### config.mk
export PLATFORM = sky130hd
export DESIGN_NAME = bft_vote_tally_flat
export DESIGN_NICKNAME = d
export VERILOG_FILES = /design/src/hw/rtl/bvt_pkg.sv /design/src/hw/rtl/bvt_if.sv /design/src/hw/rtl/bvt_mod_unit.sv /design/src/hw/rtl/bft_vote_tally.sv /design/src/flat_wrapper.sv
export SDC_FILE = /design/constraint.sdc
export NUM_CORES = 1
export LEC_CHECK = 0
export BUFFER_PORTS_ARGS = -buffer_cell sky130_fd_sc_hd__buf_2
export CORE_MARGIN = 1.5
export CORE_UTILIZATION = 45
export DETAILED_ROUTE_END_ITERATION = 6
export PLACE_DENSITY = 0.65
export SLEW_MARGIN = 10
export SYNTH_ARGS = -nofsm -noshare
export SYNTH_HDL_FRONTEND = slang
export SYNTH_SLANG_ARGS = --single-unit
### constraint.sdc
create_clock -name i_clk -period 9.8 [get_ports i_clk]
set_clock_uncertainty 0.15 [all_clocks]
set_input_delay 1.96 -clock i_clk [delete_from_list [all_inputs] [get_ports i_clk]]
set_output_delay 1.96 -clock i_clk [all_outputs]
set_load 0.01 [all_outputs]
### src/hw/rtl/bvt_pkg.sv
package bvt_pkg;

    localparam int MAX_NODES_DEF = 64;

    localparam int HEIGHT_W = 32;
    localparam int VIEW_W   = 5;
    localparam int SENDER_W = 6;
    localparam int COUNT_W  = 7;
    localparam int NODES_W  = 7;
    localparam int ID_W     = 6;
    localparam int BTIME_W  = 16;
    localparam int TICKS_W  = 32;
    localparam int CFG_IDX_W  = 2;
    localparam int CFG_DATA_W = 16;

    localparam logic [NODES_W-1:0] NODES_RST = 7'd4;
    localparam logic [ID_W-1:0]    ID_RST    = 6'd0;
    localparam logic [BTIME_W-1:0] BTIME_RST = 16'd1000;
    localparam logic [VIEW_W-1:0]  VIEW_LAST = 5'd31;

    typedef enum logic [CFG_IDX_W-1:0] {
        CFG_NODE_COUNT = 2'd0,
        CFG_OWN_ID     = 2'd1,
        CFG_BLOCK_TIME = 2'd2
    } t_cfg_idx;

    typedef enum logic [0:0] {
        REQ_MESSAGE = 1'b0,
        REQ_TICK    = 1'b1
    } t_req_type;

    typedef enum logic [1:0] {
        KIND_PREP_REQUEST  = 2'd0,
        KIND_PREP_RESPONSE = 2'd1,
        KIND_CHANGE_VIEW   = 2'd2,
        KIND_PUBLISHED     = 2'd3
    } t_msg_kind;

    typedef enum logic [2:0] {
        OUT_PENDING      = 3'd0,
        OUT_IGNORED      = 3'd1,
        OUT_COMMIT_VOTE  = 3'd2,
        OUT_COMMIT_BLOCK = 3'd3,
        OUT_REJECT_VIEW  = 3'd4,
        OUT_TIMEOUT_VIEW = 3'd5,
        OUT_EXHAUST_VIEW = 3'd6
    } t_outcome;

    // Request and status between the sequencer and the serial modulo unit.
    typedef struct packed {
        logic                start;
        logic [HEIGHT_W-1:0] dividend;
        logic [NODES_W-1:0]  divisor;
    } t_mod_req;

    typedef struct packed {
        logic               done;
        logic [NODES_W-1:0] rem;
    } t_mod_rsp;

endpackage

### src/hw/rtl/bvt_if.sv
interface bvt_req_if;
    import bvt_pkg::*;

    logic                valid;
    logic                ready;
    logic [0:0]          req_type;
    logic [1:0]          msg_kind;
    logic [HEIGHT_W-1:0] msg_height;
    logic [VIEW_W-1:0]   msg_view;
    logic [SENDER_W-1:0] sender_id;

    modport source (output valid, req_type, msg_kind, msg_height, msg_view, sender_id,
                    input ready);
    modport sink   (input valid, req_type, msg_kind, msg_height, msg_view, sender_id,
                    output ready);
endinterface

interface bvt_rsp_if;
    import bvt_pkg::*;

    logic                valid;
    logic                ready;
    logic [2:0]          outcome;
    logic [HEIGHT_W-1:0] height;
    logic [VIEW_W-1:0]   view_now;
    logic                is_speaker;
    logic [COUNT_W-1:0]  approve_total;
    logic [COUNT_W-1:0]  reject_total;

    modport source (output valid, outcome, height, view_now, is_speaker, approve_total,
                    reject_total, input ready);
    modport sink   (input valid, outcome, height, view_now, is_speaker, approve_total,
                    reject_total, output ready);
endinterface

interface bvt_cfg_if;
    import bvt_pkg::*;

    logic                  valid;
    logic                  ready;
    logic [CFG_IDX_W-1:0]  index;
    logic [CFG_DATA_W-1:0] data;

    modport source (output valid, index, data, input ready);
    modport sink   (input valid, index, data, output ready);
endinterface

### src/hw/rtl/bvt_mod_unit.sv
module bvt_mod_unit (
    input  logic              i_clk,
    input  logic              i_rst_n,
    input  bvt_pkg::t_mod_req i_req,
    output bvt_pkg::t_mod_rsp o_rsp
);
    import bvt_pkg::*;

    localparam int CNT_W = $clog2(HEIGHT_W);

    logic                r_busy, n_busy;
    logic                r_done, n_done;
    logic [CNT_W-1:0]    r_cnt, n_cnt;
    logic [HEIGHT_W-1:0] r_quo, n_quo;
    logic [NODES_W-1:0]  r_rem, n_rem;
    logic [NODES_W-1:0]  r_div, n_div;
    logic [NODES_W:0]    trial;

    // One quotient bit per cycle, restoring: remainder stays below the divisor.
    always_comb begin
        n_busy = r_busy;
        n_done = 1'b0;
        n_cnt  = r_cnt;
        n_quo  = r_quo;
        n_rem  = r_rem;
        n_div  = r_div;
        trial  = {r_rem, r_quo[HEIGHT_W-1]};
        if (i_req.start) begin
            n_busy = 1'b1;
            n_cnt  = CNT_W'(HEIGHT_W - 1);
            n_quo  = i_req.dividend;
            n_rem  = '0;
            n_div  = i_req.divisor;
        end else if (r_busy) begin
            if (trial >= {1'b0, r_div}) begin
                n_rem = NODES_W'(trial - {1'b0, r_div});
            end else begin
                n_rem = trial[NODES_W-1:0];
            end
            n_quo = {r_quo[HEIGHT_W-2:0], 1'b0};
            n_cnt = r_cnt - CNT_W'(1);
            if (r_cnt == '0) begin
                n_busy = 1'b0;
                n_done = 1'b1;
            end
        end
    end

    always_ff @(posedge i_clk) begin
        if (!i_rst_n) begin
            r_busy <= 1'b0;
            r_done <= 1'b0;
            r_cnt  <= '0;
        end else begin
            r_busy <= n_busy;
            r_done <= n_done;
            r_cnt  <= n_cnt;
        end
        r_quo <= n_quo;
        r_rem <= n_rem;
        r_div <= n_div;
    end

    assign o_rsp.done = r_done;
    assign o_rsp.rem  = r_rem;

endmodule

### src/hw/rtl/bft_vote_tally.sv
// Supermajority vote tally for one consensus node. Each request is a consensus
// message or one time tick; each yields exactly one response with the outcome,
// the height and view after the step, the vote totals and the speaker flag
// ((height - view) mod N == own id). A request is latched on acceptance, the
// tally is updated in the evaluate state, the bit-serial modulo unit then forms
// the speaker test, and the response is loaded from the load state. The
// next request is taken once the response is loaded into the output register,
// even if the sink has not yet taken it. Configuration writes are always
// accepted and should only be issued while no request is in flight.
module bft_vote_tally #(
    parameter int MAX_NODES = bvt_pkg::MAX_NODES_DEF
) (
    input  logic      i_clk,
    input  logic      i_rst_n,
    bvt_req_if.sink   i_req,
    bvt_cfg_if.sink   i_cfg,
    bvt_rsp_if.source o_rsp
);
    import bvt_pkg::*;

    localparam int IDX_W = $clog2(MAX_NODES);
    localparam int LIM_W = BTIME_W + HEIGHT_W;

    typedef enum logic [3:0] {
        S_IDLE = 4'b0001,
        S_EVAL = 4'b0010,
        S_MOD  = 4'b0100,
        S_LOAD = 4'b1000
    } t_state;

    t_state r_state, n_state;

    logic [NODES_W-1:0] r_node_count;
    logic [ID_W-1:0]    r_own_id;
    logic [BTIME_W-1:0] r_block_time;

    logic [0:0]          r_in_type;
    logic [1:0]          r_in_kind;
    logic [HEIGHT_W-1:0] r_in_height;
    logic [VIEW_W-1:0]   r_in_view;
    logic [SENDER_W-1:0] r_in_sender;

    logic [MAX_NODES-1:0] r_appr_set, n_appr_set;
    logic [MAX_NODES-1:0] r_rej_set, n_rej_set;
    logic [COUNT_W-1:0]   r_appr_cnt, n_appr_cnt;
    logic [COUNT_W-1:0]   r_rej_cnt, n_rej_cnt;
    logic [HEIGHT_W-1:0]  r_height, n_height;
    logic [VIEW_W-1:0]    r_view, n_view;
    logic [TICKS_W-1:0]   r_elapsed, n_elapsed;
    t_outcome             r_outcome, n_outcome;

    logic                r_out_valid;
    t_outcome            r_out_outcome;
    logic [HEIGHT_W-1:0] r_out_height;
    logic [VIEW_W-1:0]   r_out_view;
    logic                r_out_speaker;
    logic [COUNT_W-1:0]  r_out_appr;
    logic [COUNT_W-1:0]  r_out_rej;

    logic [NODES_W-1:0]   eff_nodes;
    logic [TICKS_W-1:0]   ticks_inc;
    logic [LIM_W-1:0]     tick_limit;
    logic [VIEW_W-1:0]    view_adv;
    logic [MAX_NODES-1:0] sender_bit;
    logic [COUNT_W-1:0]   appr_inc, rej_inc;
    logic [COUNT_W+1:0]   appr_x3, rej_x3, nodes_x2;
    logic [COUNT_W:0]     vote_sum;
    logic                 counted;

    logic     req_fire, cfg_fire, can_load;
    t_mod_req mod_req;
    t_mod_rsp mod_rsp;

    assign req_fire = i_req.valid && i_req.ready;
    assign cfg_fire = i_cfg.valid && i_cfg.ready;
    assign can_load = !r_out_valid || o_rsp.ready;

    // Clamp the node count to 1..MAX_NODES.
    always_comb begin
        priority if (r_node_count == '0) begin
            eff_nodes = NODES_W'(1);
        end else if (r_node_count > NODES_W'(MAX_NODES)) begin
            eff_nodes = NODES_W'(MAX_NODES);
        end else begin
            eff_nodes = r_node_count;
        end
    end

    assign ticks_inc  = (r_elapsed == '1) ? r_elapsed : r_elapsed + TICKS_W'(1);
    assign tick_limit = LIM_W'(r_block_time) << ({1'b0, r_view} + 6'd1);
    assign view_adv   = (r_view == VIEW_LAST) ? r_view : r_view + VIEW_W'(1);
    assign sender_bit = {{(MAX_NODES-1){1'b0}}, 1'b1} << r_in_sender[IDX_W-1:0];

    // Tally update for the latched request.
    always_comb begin
        n_appr_set = r_appr_set;
        n_rej_set  = r_rej_set;
        n_appr_cnt = r_appr_cnt;
        n_rej_cnt  = r_rej_cnt;
        n_height   = r_height;
        n_view     = r_view;
        n_elapsed  = r_elapsed;
        n_outcome  = OUT_PENDING;
        counted    = 1'b0;
        appr_inc   = r_appr_cnt;
        rej_inc    = r_rej_cnt;

        if (r_in_type == REQ_TICK) begin
            n_elapsed = ticks_inc;
            if (LIM_W'(ticks_inc) > tick_limit) begin
                n_outcome = OUT_TIMEOUT_VIEW;
            end
        end else if (r_in_height != r_height || r_in_view != r_view) begin
            n_outcome = OUT_IGNORED;
        end else if (r_in_kind == KIND_PUBLISHED) begin
            n_outcome = OUT_COMMIT_BLOCK;
        end else if ({1'b0, r_in_sender} >= eff_nodes) begin
            n_outcome = OUT_IGNORED;
        end else if (r_in_kind == KIND_CHANGE_VIEW) begin
            if ((r_rej_set & sender_bit) == '0) begin
                n_rej_set = r_rej_set | sender_bit;
                rej_inc   = r_rej_cnt + COUNT_W'(1);
                n_rej_cnt = rej_inc;
                counted   = 1'b1;
            end
        end else begin
            if ((r_appr_set & sender_bit) == '0) begin
                n_appr_set = r_appr_set | sender_bit;
                appr_inc   = r_appr_cnt + COUNT_W'(1);
                n_appr_cnt = appr_inc;
                counted    = 1'b1;
            end
        end

        appr_x3  = (COUNT_W+2)'(appr_inc) * (COUNT_W+2)'(3);
        rej_x3   = (COUNT_W+2)'(rej_inc) * (COUNT_W+2)'(3);
        nodes_x2 = {1'b0, eff_nodes, 1'b0};
        vote_sum = {1'b0, appr_inc} + {1'b0, rej_inc};

        if (counted) begin
            priority if (appr_x3 > nodes_x2) begin
                n_outcome = OUT_COMMIT_VOTE;
            end else if (rej_x3 > nodes_x2) begin
                n_outcome = OUT_REJECT_VIEW;
            end else if (vote_sum >= {1'b0, eff_nodes}) begin
                n_outcome = OUT_EXHAUST_VIEW;
            end
        end

        if (n_outcome == OUT_COMMIT_VOTE || n_outcome == OUT_COMMIT_BLOCK) begin
            n_height = r_height + HEIGHT_W'(1);
            n_view   = '0;
        end else if (n_outcome == OUT_REJECT_VIEW || n_outcome == OUT_TIMEOUT_VIEW
                     || n_outcome == OUT_EXHAUST_VIEW) begin
            n_view = view_adv;
        end
        if (n_outcome != OUT_PENDING && n_outcome != OUT_IGNORED) begin
            n_appr_set = '0;
            n_rej_set  = '0;
            n_appr_cnt = '0;
            n_rej_cnt  = '0;
            n_elapsed  = '0;
        end
    end

    assign mod_req.start    = (r_state == S_EVAL);
    assign mod_req.dividend = n_height - HEIGHT_W'(n_view);
    assign mod_req.divisor  = eff_nodes;

    bvt_mod_unit u_mod (
        .i_clk   (i_clk),
        .i_rst_n (i_rst_n),
        .i_req   (mod_req),
        .o_rsp   (mod_rsp)
    );

    always_comb begin
        n_state = r_state;
        unique case (r_state)
            S_IDLE: if (req_fire) n_state = S_EVAL;
            S_EVAL: n_state = S_MOD;
            S_MOD:  if (mod_rsp.done) n_state = S_LOAD;
            S_LOAD: if (can_load) n_state = S_IDLE;
            default: n_state = S_IDLE;
        endcase
    end

    always_ff @(posedge i_clk) begin
        if (!i_rst_n) begin
            r_state      <= S_IDLE;
            r_node_count <= NODES_RST;
            r_own_id     <= ID_RST;
            r_block_time <= BTIME_RST;
            r_appr_set   <= '0;
            r_rej_set    <= '0;
            r_appr_cnt   <= '0;
            r_rej_cnt    <= '0;
            r_height     <= '0;
            r_view       <= '0;
            r_elapsed    <= '0;
            r_out_valid  <= 1'b0;
        end else begin
            r_state <= n_state;
            if (cfg_fire) begin
                unique case (i_cfg.index)
                    CFG_NODE_COUNT: r_node_count <= i_cfg.data[NODES_W-1:0];
                    CFG_OWN_ID:     r_own_id     <= i_cfg.data[ID_W-1:0];
                    CFG_BLOCK_TIME: r_block_time <= i_cfg.data[BTIME_W-1:0];
                    default: ;
                endcase
            end
            if (r_state == S_EVAL) begin
                r_appr_set <= n_appr_set;
                r_rej_set  <= n_rej_set;
                r_appr_cnt <= n_appr_cnt;
                r_rej_cnt  <= n_rej_cnt;
                r_height   <= n_height;
                r_view     <= n_view;
                r_elapsed  <= n_elapsed;
            end
            // Hold the response until taken; refill only from the load state.
            if (r_state == S_LOAD && can_load) begin
                r_out_valid <= 1'b1;
            end else if (o_rsp.ready) begin
                r_out_valid <= 1'b0;
            end
        end

        if (req_fire) begin
            r_in_type   <= i_req.req_type;
            r_in_kind   <= i_req.msg_kind;
            r_in_height <= i_req.msg_height;
            r_in_view   <= i_req.msg_view;
            r_in_sender <= i_req.sender_id;
        end
        if (r_state == S_EVAL) begin
            r_outcome <= n_outcome;
        end
        if (r_state == S_LOAD && can_load) begin
            r_out_outcome <= r_outcome;
            r_out_height  <= r_height;
            r_out_view    <= r_view;
            r_out_speaker <= (mod_rsp.rem == {1'b0, r_own_id});
            r_out_appr    <= r_appr_cnt;
            r_out_rej     <= r_rej_cnt;
        end
    end

    assign i_req.ready = (r_state == S_IDLE);
    assign i_cfg.ready = 1'b1;

    assign o_rsp.valid         = r_out_valid;
    assign o_rsp.outcome       = r_out_outcome;
    assign o_rsp.height        = r_out_height;
    assign o_rsp.view_now      = r_out_view;
    assign o_rsp.is_speaker    = r_out_speaker;
    assign o_rsp.approve_total = r_out_appr;
    assign o_rsp.reject_total  = r_out_rej;

endmodule

### src/flat_wrapper.sv
// flat-port wrapper written by rule: the top's interface ports become plain ports
module bft_vote_tally_flat import bvt_pkg::*;
#(
    parameter int MAX_NODES = bvt_pkg::MAX_NODES_DEF
)
  (i_clk, i_rst_n, i_req_valid, i_req_req_type, i_req_msg_kind, i_req_msg_height, i_req_msg_view, i_req_sender_id, i_req_ready, i_cfg_valid, i_cfg_index, i_cfg_data, i_cfg_ready, o_rsp_valid, o_rsp_outcome, o_rsp_height, o_rsp_view_now, o_rsp_is_speaker, o_rsp_approve_total, o_rsp_reject_total, o_rsp_ready);
  bvt_req_if i_req_i ();
  bvt_cfg_if i_cfg_i ();
  bvt_rsp_if o_rsp_i ();
  input  logic i_clk;
  input  logic i_rst_n;
  input wire logic [$bits(i_req_i.valid)-1:0] i_req_valid;
  input wire logic [$bits(i_req_i.req_type)-1:0] i_req_req_type;
  input wire logic [$bits(i_req_i.msg_kind)-1:0] i_req_msg_kind;
  input wire logic [$bits(i_req_i.msg_height)-1:0] i_req_msg_height;
  input wire logic [$bits(i_req_i.msg_view)-1:0] i_req_msg_view;
  input wire logic [$bits(i_req_i.sender_id)-1:0] i_req_sender_id;
  output wire logic [$bits(i_req_i.ready)-1:0] i_req_ready;
  input wire logic [$bits(i_cfg_i.valid)-1:0] i_cfg_valid;
  input wire logic [$bits(i_cfg_i.index)-1:0] i_cfg_index;
  input wire logic [$bits(i_cfg_i.data)-1:0] i_cfg_data;
  output wire logic [$bits(i_cfg_i.ready)-1:0] i_cfg_ready;
  output wire logic [$bits(o_rsp_i.valid)-1:0] o_rsp_valid;
  output wire logic [$bits(o_rsp_i.outcome)-1:0] o_rsp_outcome;
  output wire logic [$bits(o_rsp_i.height)-1:0] o_rsp_height;
  output wire logic [$bits(o_rsp_i.view_now)-1:0] o_rsp_view_now;
  output wire logic [$bits(o_rsp_i.is_speaker)-1:0] o_rsp_is_speaker;
  output wire logic [$bits(o_rsp_i.approve_total)-1:0] o_rsp_approve_total;
  output wire logic [$bits(o_rsp_i.reject_total)-1:0] o_rsp_reject_total;
  input wire logic [$bits(o_rsp_i.ready)-1:0] o_rsp_ready;
  assign i_req_i.valid = i_req_valid;
  assign i_req_i.req_type = i_req_req_type;
  assign i_req_i.msg_kind = i_req_msg_kind;
  assign i_req_i.msg_height = i_req_msg_height;
  assign i_req_i.msg_view = i_req_msg_view;
  assign i_req_i.sender_id = i_req_sender_id;
  assign i_req_ready = i_req_i.ready;
  assign i_cfg_i.valid = i_cfg_valid;
  assign i_cfg_i.index = i_cfg_index;
  assign i_cfg_i.data = i_cfg_data;
  assign i_cfg_ready = i_cfg_i.ready;
  assign o_rsp_valid = o_rsp_i.valid;
  assign o_rsp_outcome = o_rsp_i.outcome;
  assign o_rsp_height = o_rsp_i.height;
  assign o_rsp_view_now = o_rsp_i.view_now;
  assign o_rsp_is_speaker = o_rsp_i.is_speaker;
  assign o_rsp_approve_total = o_rsp_i.approve_total;
  assign o_rsp_reject_total = o_rsp_i.reject_total;
  assign o_rsp_i.ready = o_rsp_ready;
  bft_vote_tally #(.MAX_NODES(MAX_NODES)) u_core (.i_clk(i_clk), .i_rst_n(i_rst_n), .i_req(i_req_i), .i_cfg(i_cfg_i), .o_rsp(o_rsp_i));
endmodule
After elaboration in Yosys (flattened, before gate mapping)
Index checks and enable logic that the tools add are counted.
{"block": "op_classes", "add_sub_neg": 10, "n_mul": 2, "n_lt_le_gt_ge": 7, "eq_ne": 27, "n_shift": 2, "n_mux": 68, "bitwise_logic": 6, "reduce_logical": 29}
{"cell": "64-bit 2-to-1 mux", "count": 14}
{"cell": "32-bit 2-to-1 mux", "count": 6}
{"cell": "64-bit AND", "count": 2}
{"cell": "64-bit zero test", "count": 2}
{"cell": "64-bit OR", "count": 2}
{"cell": "7-bit 2-to-1 mux", "count": 17}
{"cell": "32-bit by 1-bit adder with 32-bit output (second input constant)", "count": 2}
{"cell": "1-bit by 6-bit << shifter with 64-bit output (first input constant)", "count": 1}
{"cell": "32-bit by 48-bit > comparator with 1-bit output", "count": 1}
{"cell": "16-bit by 6-bit << shifter with 48-bit output", "count": 1}
{"cell": "32-bit == test (second input constant)", "count": 1}
{"cell": "32-bit inequality test", "count": 1}
{"cell": "32-bit by 5-bit subtractor with 32-bit output", "count": 1}
{"cell": "5-bit 2-to-1 mux", "count": 5}
{"cell": "3-bit 2-to-1 mux", "count": 8}
{"cell": "9-bit by 8-bit > comparator with 1-bit output", "count": 2}
{"cell": "7-bit by 2-bit multiplier with 9-bit output (second input constant)", "count": 2}
{"cell": "8-bit by 7-bit greater-or-equal comparator with 1-bit output", "count": 2}
{"cell": "4-bit one-hot mux with 4 select lines", "count": 1}
{"cell": "7-bit by 1-bit adder with 7-bit output (second input constant)", "count": 2}
{"cell": "1-bit 2-to-1 mux", "count": 14}
{"cell": "2-bit inequality test (second input constant)", "count": 7}
{"cell": "7-bit AND reduction", "count": 2}
{"cell": "4-bit 2-to-1 mux", "count": 3}
{"cell": "32 further kinds", "count": 52}
{"block": "totals", "regBits": 402, "out_inout_bits": 58, "elab_cells": 181}

Longest topological paths before layout
{"block": "logic_depth", "depth_word": 22, "ltp_mapped": 45, "mapped_depth_nobuf": 44}

Hierarchy
Synthesis repeated with hierarchy kept, for this count alone.
{"block": "hier_totals", "hier_cells": 2434, "area_unflattened_um2": 22541.6}
{"module": "bft_vote_tally", "n_inst": 1, "cells_each": 2235, "area_each_um2": 19981.7, "seq_area_each_um2": 8027.7}
{"module": "bvt_mod_unit", "n_inst": 1, "cells_each": 199, "area_each_um2": 2560.0, "seq_area_each_um2": 1451.4}

Least setup slack after synthesis
No wires, ideal clock.
{"block": "synth_path", "path_kind": "register -> register", "from": "register u_core.r_node_count[1]", "to": "register u_core.u_mod.r_quo[25], data pin", "arrival_ns": 8.401, "path_slack_ns": 0.982, "path_stages_with_launch": 45, "n_path_buf": 3, "period_less_slack_ns": 8.818, "path_cell_list": "dfxtp_1 -> nor3_1 -> a21oi_1 -> nor2_1 -> ha_1 -> nand2b_1 -> a21oi_1 -> nor2b_1 -> o31ai_1 -> nand3_1 -> nor3_2 -> mux2i_1 -> inv_1 -> ha_1 -> inv_1 -> fa_1 -> nor2b_1 -> o21ai_0 -> (+9 left out) -> o31a_4 -> a21boi_2 -> buf_6 -> clkbuf_1 -> buf_1 -> nand2_1 -> mux2_2 -> ha_1 -> o21ai_0 -> nand2b_1 -> a21o_1 -> a21o_1 -> or3_1 -> mux2i_1 -> nand3_1 -> a211oi_2 -> and4_1 -> o31ai_1"}
{"block": "synth_between", "elab_chain_len": 21, "word_cells_on_any_way": 44}
{"element": "from (decl)", "line_no": "bft_vote_tally.sv:33", "rtl": "logic [NODES_W-1:0] r_node_count;"}
{"element": "from (signal assigned)", "line_no": "bft_vote_tally.sv:206", "rtl": "CFG_NODE_COUNT: r_node_count <= i_cfg.data[NODES_W-1:0];"}
{"element": "7-bit > comparator", "line_no": "bft_vote_tally.sv:82", "rtl": "end else if (r_node_count > NODES_W'(MAX_NODES)) begin"}
{"element": "7-bit 2-to-1 mux", "line_no": "bft_vote_tally.sv:82"}
{"element": "7-bit 2-to-1 mux *", "line_no": "bft_vote_tally.sv:80", "rtl": "priority if (r_node_count == '0) begin"}
{"element": "via u_core.eff_nodes[0]", "line_no": "bft_vote_tally.sv:60", "rtl": "logic [NODES_W-1:0] eff_nodes;"}
{"element": "parallel branches: the longest is 10 deep, another holds 7-bit by 2-bit multiplier with 9-bit output"}
{"element": "3-bit 2-to-1 mux *", "line_no": "bft_vote_tally.sv:140", "rtl": "if (counted) begin"}
{"element": "3-bit == test", "line_no": "bft_vote_tally.sv:153", "rtl": "end else if (n_outcome == OUT_REJECT_VIEW || n_outcome == OUT_TIMEOUT_VIEW"}
{"element": "1-bit logical OR", "line_no": "bft_vote_tally.sv:153"}
{"element": "1-bit logical OR", "line_no": "bft_vote_tally.sv:154", "rtl": "|| n_outcome == OUT_EXHAUST_VIEW) begin"}
{"element": "5-bit 2-to-1 mux", "line_no": "bft_vote_tally.sv:153"}
{"element": "5-bit 2-to-1 mux", "line_no": "bft_vote_tally.sv:150", "rtl": "if (n_outcome == OUT_COMMIT_VOTE || n_outcome == OUT_COMMIT_BLOCK) begin"}
{"element": "32-bit by 5-bit subtractor with 32-bit output *", "line_no": "bft_vote_tally.sv:167", "rtl": "assign mod_req.dividend = n_height - HEIGHT_W'(n_view);"}
{"element": "32-bit 2-to-1 mux *", "line_no": "bvt_mod_unit.sv:28", "rtl": "if (i_req.start) begin"}
{"element": "via u_core.u_mod.n_quo[25]", "line_no": "bvt_mod_unit.sv:14", "rtl": "logic [HEIGHT_W-1:0] r_quo, n_quo;"}
{"element": "to (signal assigned)", "line_no": "bvt_mod_unit.sv:59", "rtl": "r_quo <= n_quo;"}
{"element": "to (decl)", "line_no": "bvt_mod_unit.sv:14"}
Mark *: on every way through the listed nets, which the timed path passes.
A chain may end at the register's enable or synchronous reset.

Worst setup path in the final report
{"block": "layout_path", "from": "register u_core.r_in_sender[4]", "to": "register u_core.u_mod.r_quo[20], data pin"}
{"block": "layout_between", "elab_chain_len": 22, "word_cells_on_any_way": 52}
{"element": "from (decl)", "line_no": "bft_vote_tally.sv:41", "rtl": "logic [SENDER_W-1:0] r_in_sender;"}
{"element": "from (signal assigned)", "line_no": "bft_vote_tally.sv:234", "rtl": "r_in_sender <= i_req.sender_id;"}
{"element": "parallel branches: the longest is 14 deep, another holds 7-bit by 2-bit multiplier with 9-bit output"}
{"element": "3-bit 2-to-1 mux *", "line_no": "bft_vote_tally.sv:140"}
{"element": "3-bit == test", "line_no": "bft_vote_tally.sv:153"}
{"element": "1-bit logical OR", "line_no": "bft_vote_tally.sv:153"}
{"element": "1-bit logical OR", "line_no": "bft_vote_tally.sv:154"}
{"element": "5-bit 2-to-1 mux", "line_no": "bft_vote_tally.sv:153"}
{"element": "5-bit 2-to-1 mux", "line_no": "bft_vote_tally.sv:150"}
{"element": "32-bit by 5-bit subtractor with 32-bit output *", "line_no": "bft_vote_tally.sv:167"}
{"element": "32-bit 2-to-1 mux *", "line_no": "bvt_mod_unit.sv:28"}
{"element": "via u_core.u_mod.n_quo[20]", "line_no": "bvt_mod_unit.sv:14"}
Marked as above.

==> flow_metrics.env <==
export IMPL_status="finished, final reports clean"
export IMPL_end_kind="flip-flop"
export IMPL_final_common_cell="nor2_1"
export IMPL_dp_hpwl_um=47380
export IMPL_yosysUniqueCellTypes=100
export IMPL_fillers=4733
export IMPL_first_pass_iters=6
export IMPL_cts_root_buffer="clkbuf_16"
export IMPL_syn_to_final_growth_pct=12.84
export IMPL_grtUsageTotal_pct=24.85
export IMPL_synth_top_area_share_pct=22.55
export IMPL_cts_buffer_depth=3
export IMPL_cp_common_cell="a21oi_1"
export IMPL_critPathMaxFanout=34
export IMPL_arrival_ns=9.42
export IMPL_holdPathEnd="u_core.o_rsp.outcome[0]"
export IMPL_drive_above_1_share_pct=13.35
export IMPL_cp_required_ns=9.97
export IMPL_start_kind="flip-flop"
export IMPL_grt_start_max_net_pins=105
export IMPL_holdCritPathClass="flip-flop to flip-flop"
export IMPL_reg2reg_depth=35
export IMPL_worst_slew_pin_slew_ns=1.071
export IMPL_grt_overflow=0
export IMPL_total_power_mw=4.129
export IMPL_syn_avg_cell_area_sq_um=8.982
export IMPL_synth_cells=2560
export IMPL_synthesis_nets=2735
export IMPL_clock_latency_ns=0.59
export IMPL_synthMuxAreaShare_pct=3.885
export IMPL_synth_top_family_by_area="simple AND/OR/NAND/NOR gates"
export IMPL_io_pins=127
export IMPL_clk_pin_slew_worst_paths_ns=0.06
export IMPL_htreeDepth=2
export IMPL_synth_area_leader_cell="dfxtp_1"
export IMPL_synth_edf_count=143
export IMPL_synthFlopType="dfxtp_1"
export IMPL_cpPeakStageDelay_ns=0.53
export IMPL_drv_slew=0
export IMPL_layout_common_cells="nor2_1 (285), dfxtp_1 (258), nand2_1 (223)"
export IMPL_ys_seq_area_share_pct=41.22
export IMPL_setup_violations=0
export IMPL_rr_startpoint="u_core.r_in_sender[4]"
export IMPL_drc=0
export IMPL_yosys_warnings=0
export IMPL_path_class="flip-flop to flip-flop"
export IMPL_finalCritPeriodShare_pct=94.33
export IMPL_hold_start="u_core.r_outcome[0]"
export IMPL_cts_tree="built"
export IMPL_wl_per_cell_um=20.03
export IMPL_start_util_pct=45.74
export IMPL_ys_seq_elements=402
export IMPL_grt_pass1_vias=18850
export IMPL_synth_area_leaders="dfxtp_1 (23%), edfxtp_1 (19%), ha_1 (5.5%), nor2_1 (4.7%), a21oi_1 (4.5%)"
export IMPL_dpl_instance_area_sq_um=24370
export IMPL_fmax_ghz=0.1082
export IMPL_fp_dieW_um=229.1
export IMPL_yosys_area_share_simple_pct=21.97
export IMPL_final_area_sq_um=25950
export IMPL_fin_cells=3353
export IMPL_initialDrtViolationCount=1860
export IMPL_rsz0062_at_grt="false"
export IMPL_netlist_area_sq_um=22990
export IMPL_core_area_sq_um=50270
export IMPL_routabilityCongestion=0.9404
export IMPL_hold_path_depth=0
export IMPL_synth_compound_area_share_pct=15.79
export IMPL_ir_drop_uv=113.6
export IMPL_cap_violations=0
export IMPL_io_buffers=125
export IMPL_r2r_end="u_core.u_mod.r_quo[20]"
export IMPL_cpMaxStageDelayCell="or4_1"
export IMPL_nNetsFinal=2821
export IMPL_r2r_setup_slack_ns=0.56
export IMPL_die_h_um=229.1
export IMPL_routed_wl_um=67160
export IMPL_synth_xor_area_share_pct=6.894
export IMPL_antenna_found_initial=0
export IMPL_async_reset_ff_share_pct=0
export IMPL_setup_tns_ns=0
export IMPL_routed_via_density=5.869
export IMPL_placed_cells=3265
export IMPL_die_area_sq_um=52460
export IMPL_post_route_min_period_ns=9.245
export IMPL_grt_pass1_wl_um=104600
export IMPL_powerDensity_nw_per_um2=159.1
export IMPL_core_rowCount=82
export IMPL_numClockSinks=402
export IMPL_diodes=0
export IMPL_utilization_pct=51.61
export IMPL_hold_viol=0
export IMPL_via_count=19680
export IMPL_leakage_nw=10.03
export IMPL_ant_nets=0
export IMPL_relSlewSlack_pct=28.34
export IMPL_cts_made_buffers=45
export IMPL_synthAdderAreaFrac_pct=5.931
[power by group]
group	switching, mW	internal (mW)	total (mW)
Sequential	0.0509	1.80	1.85
Combinational	0.366	0.231	0.597
Clock	0.699	0.985	1.68
[area by class of cell]
| cell class | instances | area (sq um) | share of cell area, % |
|---|---|---|---|
| clock buffers | 61 | 1226 | 4.726 |
| repair buffers | 205 | 1280 | 4.933 |
| multi-input cells | 1925 | 12640 | 48.72 |
| flip-flops and latches | 402 | 9480 | 36.54 |
| inverters | 67 | 251.5 | 0.9692 |
| clock inverters | 21 | 227.7 | 0.8776 |
| well taps | 672 | 840.8 | 3.240 |
[cell usage after synthesis (all sizes together), types with 10 or more instances]
| cell | n |
|---|---|
| mux2 | 22 |
| nor4b | 11 |
| buf | 74 |
| nor3 | 48 |
| a21o | 23 |
| and4 | 16 |
| mux2i | 51 |
| a211oi | 18 |
| o211ai | 13 |
| a31oi | 10 |
| o31ai | 25 |
| a21boi | 28 |
| nor2 | 288 |
| nand2 | 223 |
| or3 | 18 |
| a22o | 23 |
| o21ai | 104 |
| or2 | 10 |
| nand2b | 26 |
| o21a | 15 |
| nor4 | 30 |
| xor2 | 86 |
| edfxtp | 143 |
| dfxtp | 259 |
| a21oi | 207 |
| nand4 | 34 |
| nor2b | 43 |
| nor3b | 15 |
| a41oi | 13 |
| and3 | 35 |
| xnor2 | 95 |
| clkbuf | 92 |
| and2 | 49 |
| nand3 | 93 |
| ha | 101 |
| inv | 66 |
[stage by stage]
stage	hold WS (ns)	setup slack, ns
global route	0.2757	0.006398
floorplan	0.2503	0.9816
global placement	0.2516	0.5864
detailed placement	0.2545	0.4408
CTS	0.2619	0.4207
finish	0.2622	0.5553
[cells by family after synthesis]
logic type	count (synthesis)
XOR/XNOR	181
other	1
adder cells (fa/ha/maj)	106
buffers and inverters	233
flip-flops	402
multiplexers	79
AO/OA/AOI/OAI	565
AND/OR/NAND/NOR	993
[flip-flops by register name (all words and copies together) (netlist names), 6 cells and up]
signal                      cells
u_core.r_appr_set              64
u_core.r_rej_set               64
u_core.o_rsp.height            32
u_core.r_elapsed               32
u_core.r_height                32
u_core.r_in_height             32
u_core.u_mod.r_quo             32
u_core.r_block_time            16
u_core.o_rsp.approve_total      7
u_core.o_rsp.reject_total       7
u_core.r_appr_cnt               7
u_core.r_node_count             7
u_core.r_rej_cnt                7
u_core.u_mod.r_div              7
u_core.u_mod.r_rem              7
u_core.r_in_sender              6
u_core.r_own_id                 6
[worst max-delay path by stage]
| stage | startpoint | end | slack, ns |
|---|---|---|---|
| after floorplan | u_core.r_node_count[1] | u_core.u_mod.r_quo[25] | 0.98 |
| after global routing | u_core.r_in_sender[4] | u_core.u_mod.r_quo[15] | 0.006 |
| after detailed placement | u_core.r_in_sender[4] | u_core.u_mod.r_quo[26] | 0.44 |
| final | u_core.r_in_sender[4] | u_core.u_mod.r_quo[20] | 0.56 |
| after global placement | u_core.r_elapsed[15] | u_core.u_mod.r_quo[25] | 0.59 |
| after CTS | u_core.r_in_sender[4] | u_core.u_mod.r_quo[26] | 0.42 |
[metal layers]
layer / global-route usage (%) / routed length [um] / vias up
met5: 0 / 0 / -
met4: 8.244 / 1972 / 0
met3: 3.399 / 3842 / 124
met2: 40.33 / 31060 / 629
met1: 34.09 / 30290 / 9572
li1: - / - / 9354
[critical path: cells and delay by family, from the launching register on]
kind,cells,cell delay (ns)
buffers and inverters,1,0.29
AOI/OAI and AO/OA,13,2.80
xor gates and xnor gates,1,0.14
DFF,1,0.37
adders and majority gates,4,1.24
and+or+nand+nor,13,2.81
muxes,3,1.12
[timing repair]
item | 4_1_cts | 5_1_grt
setup endpoints to repair | 0 | 22
hold buffers | 0 | 0
hold endpoints to repair | 0 | 0
buffers inserted | 0 | 5
gates resized for setup | 0 | 12
Note: power is estimated with default switching activity, not from simulation.
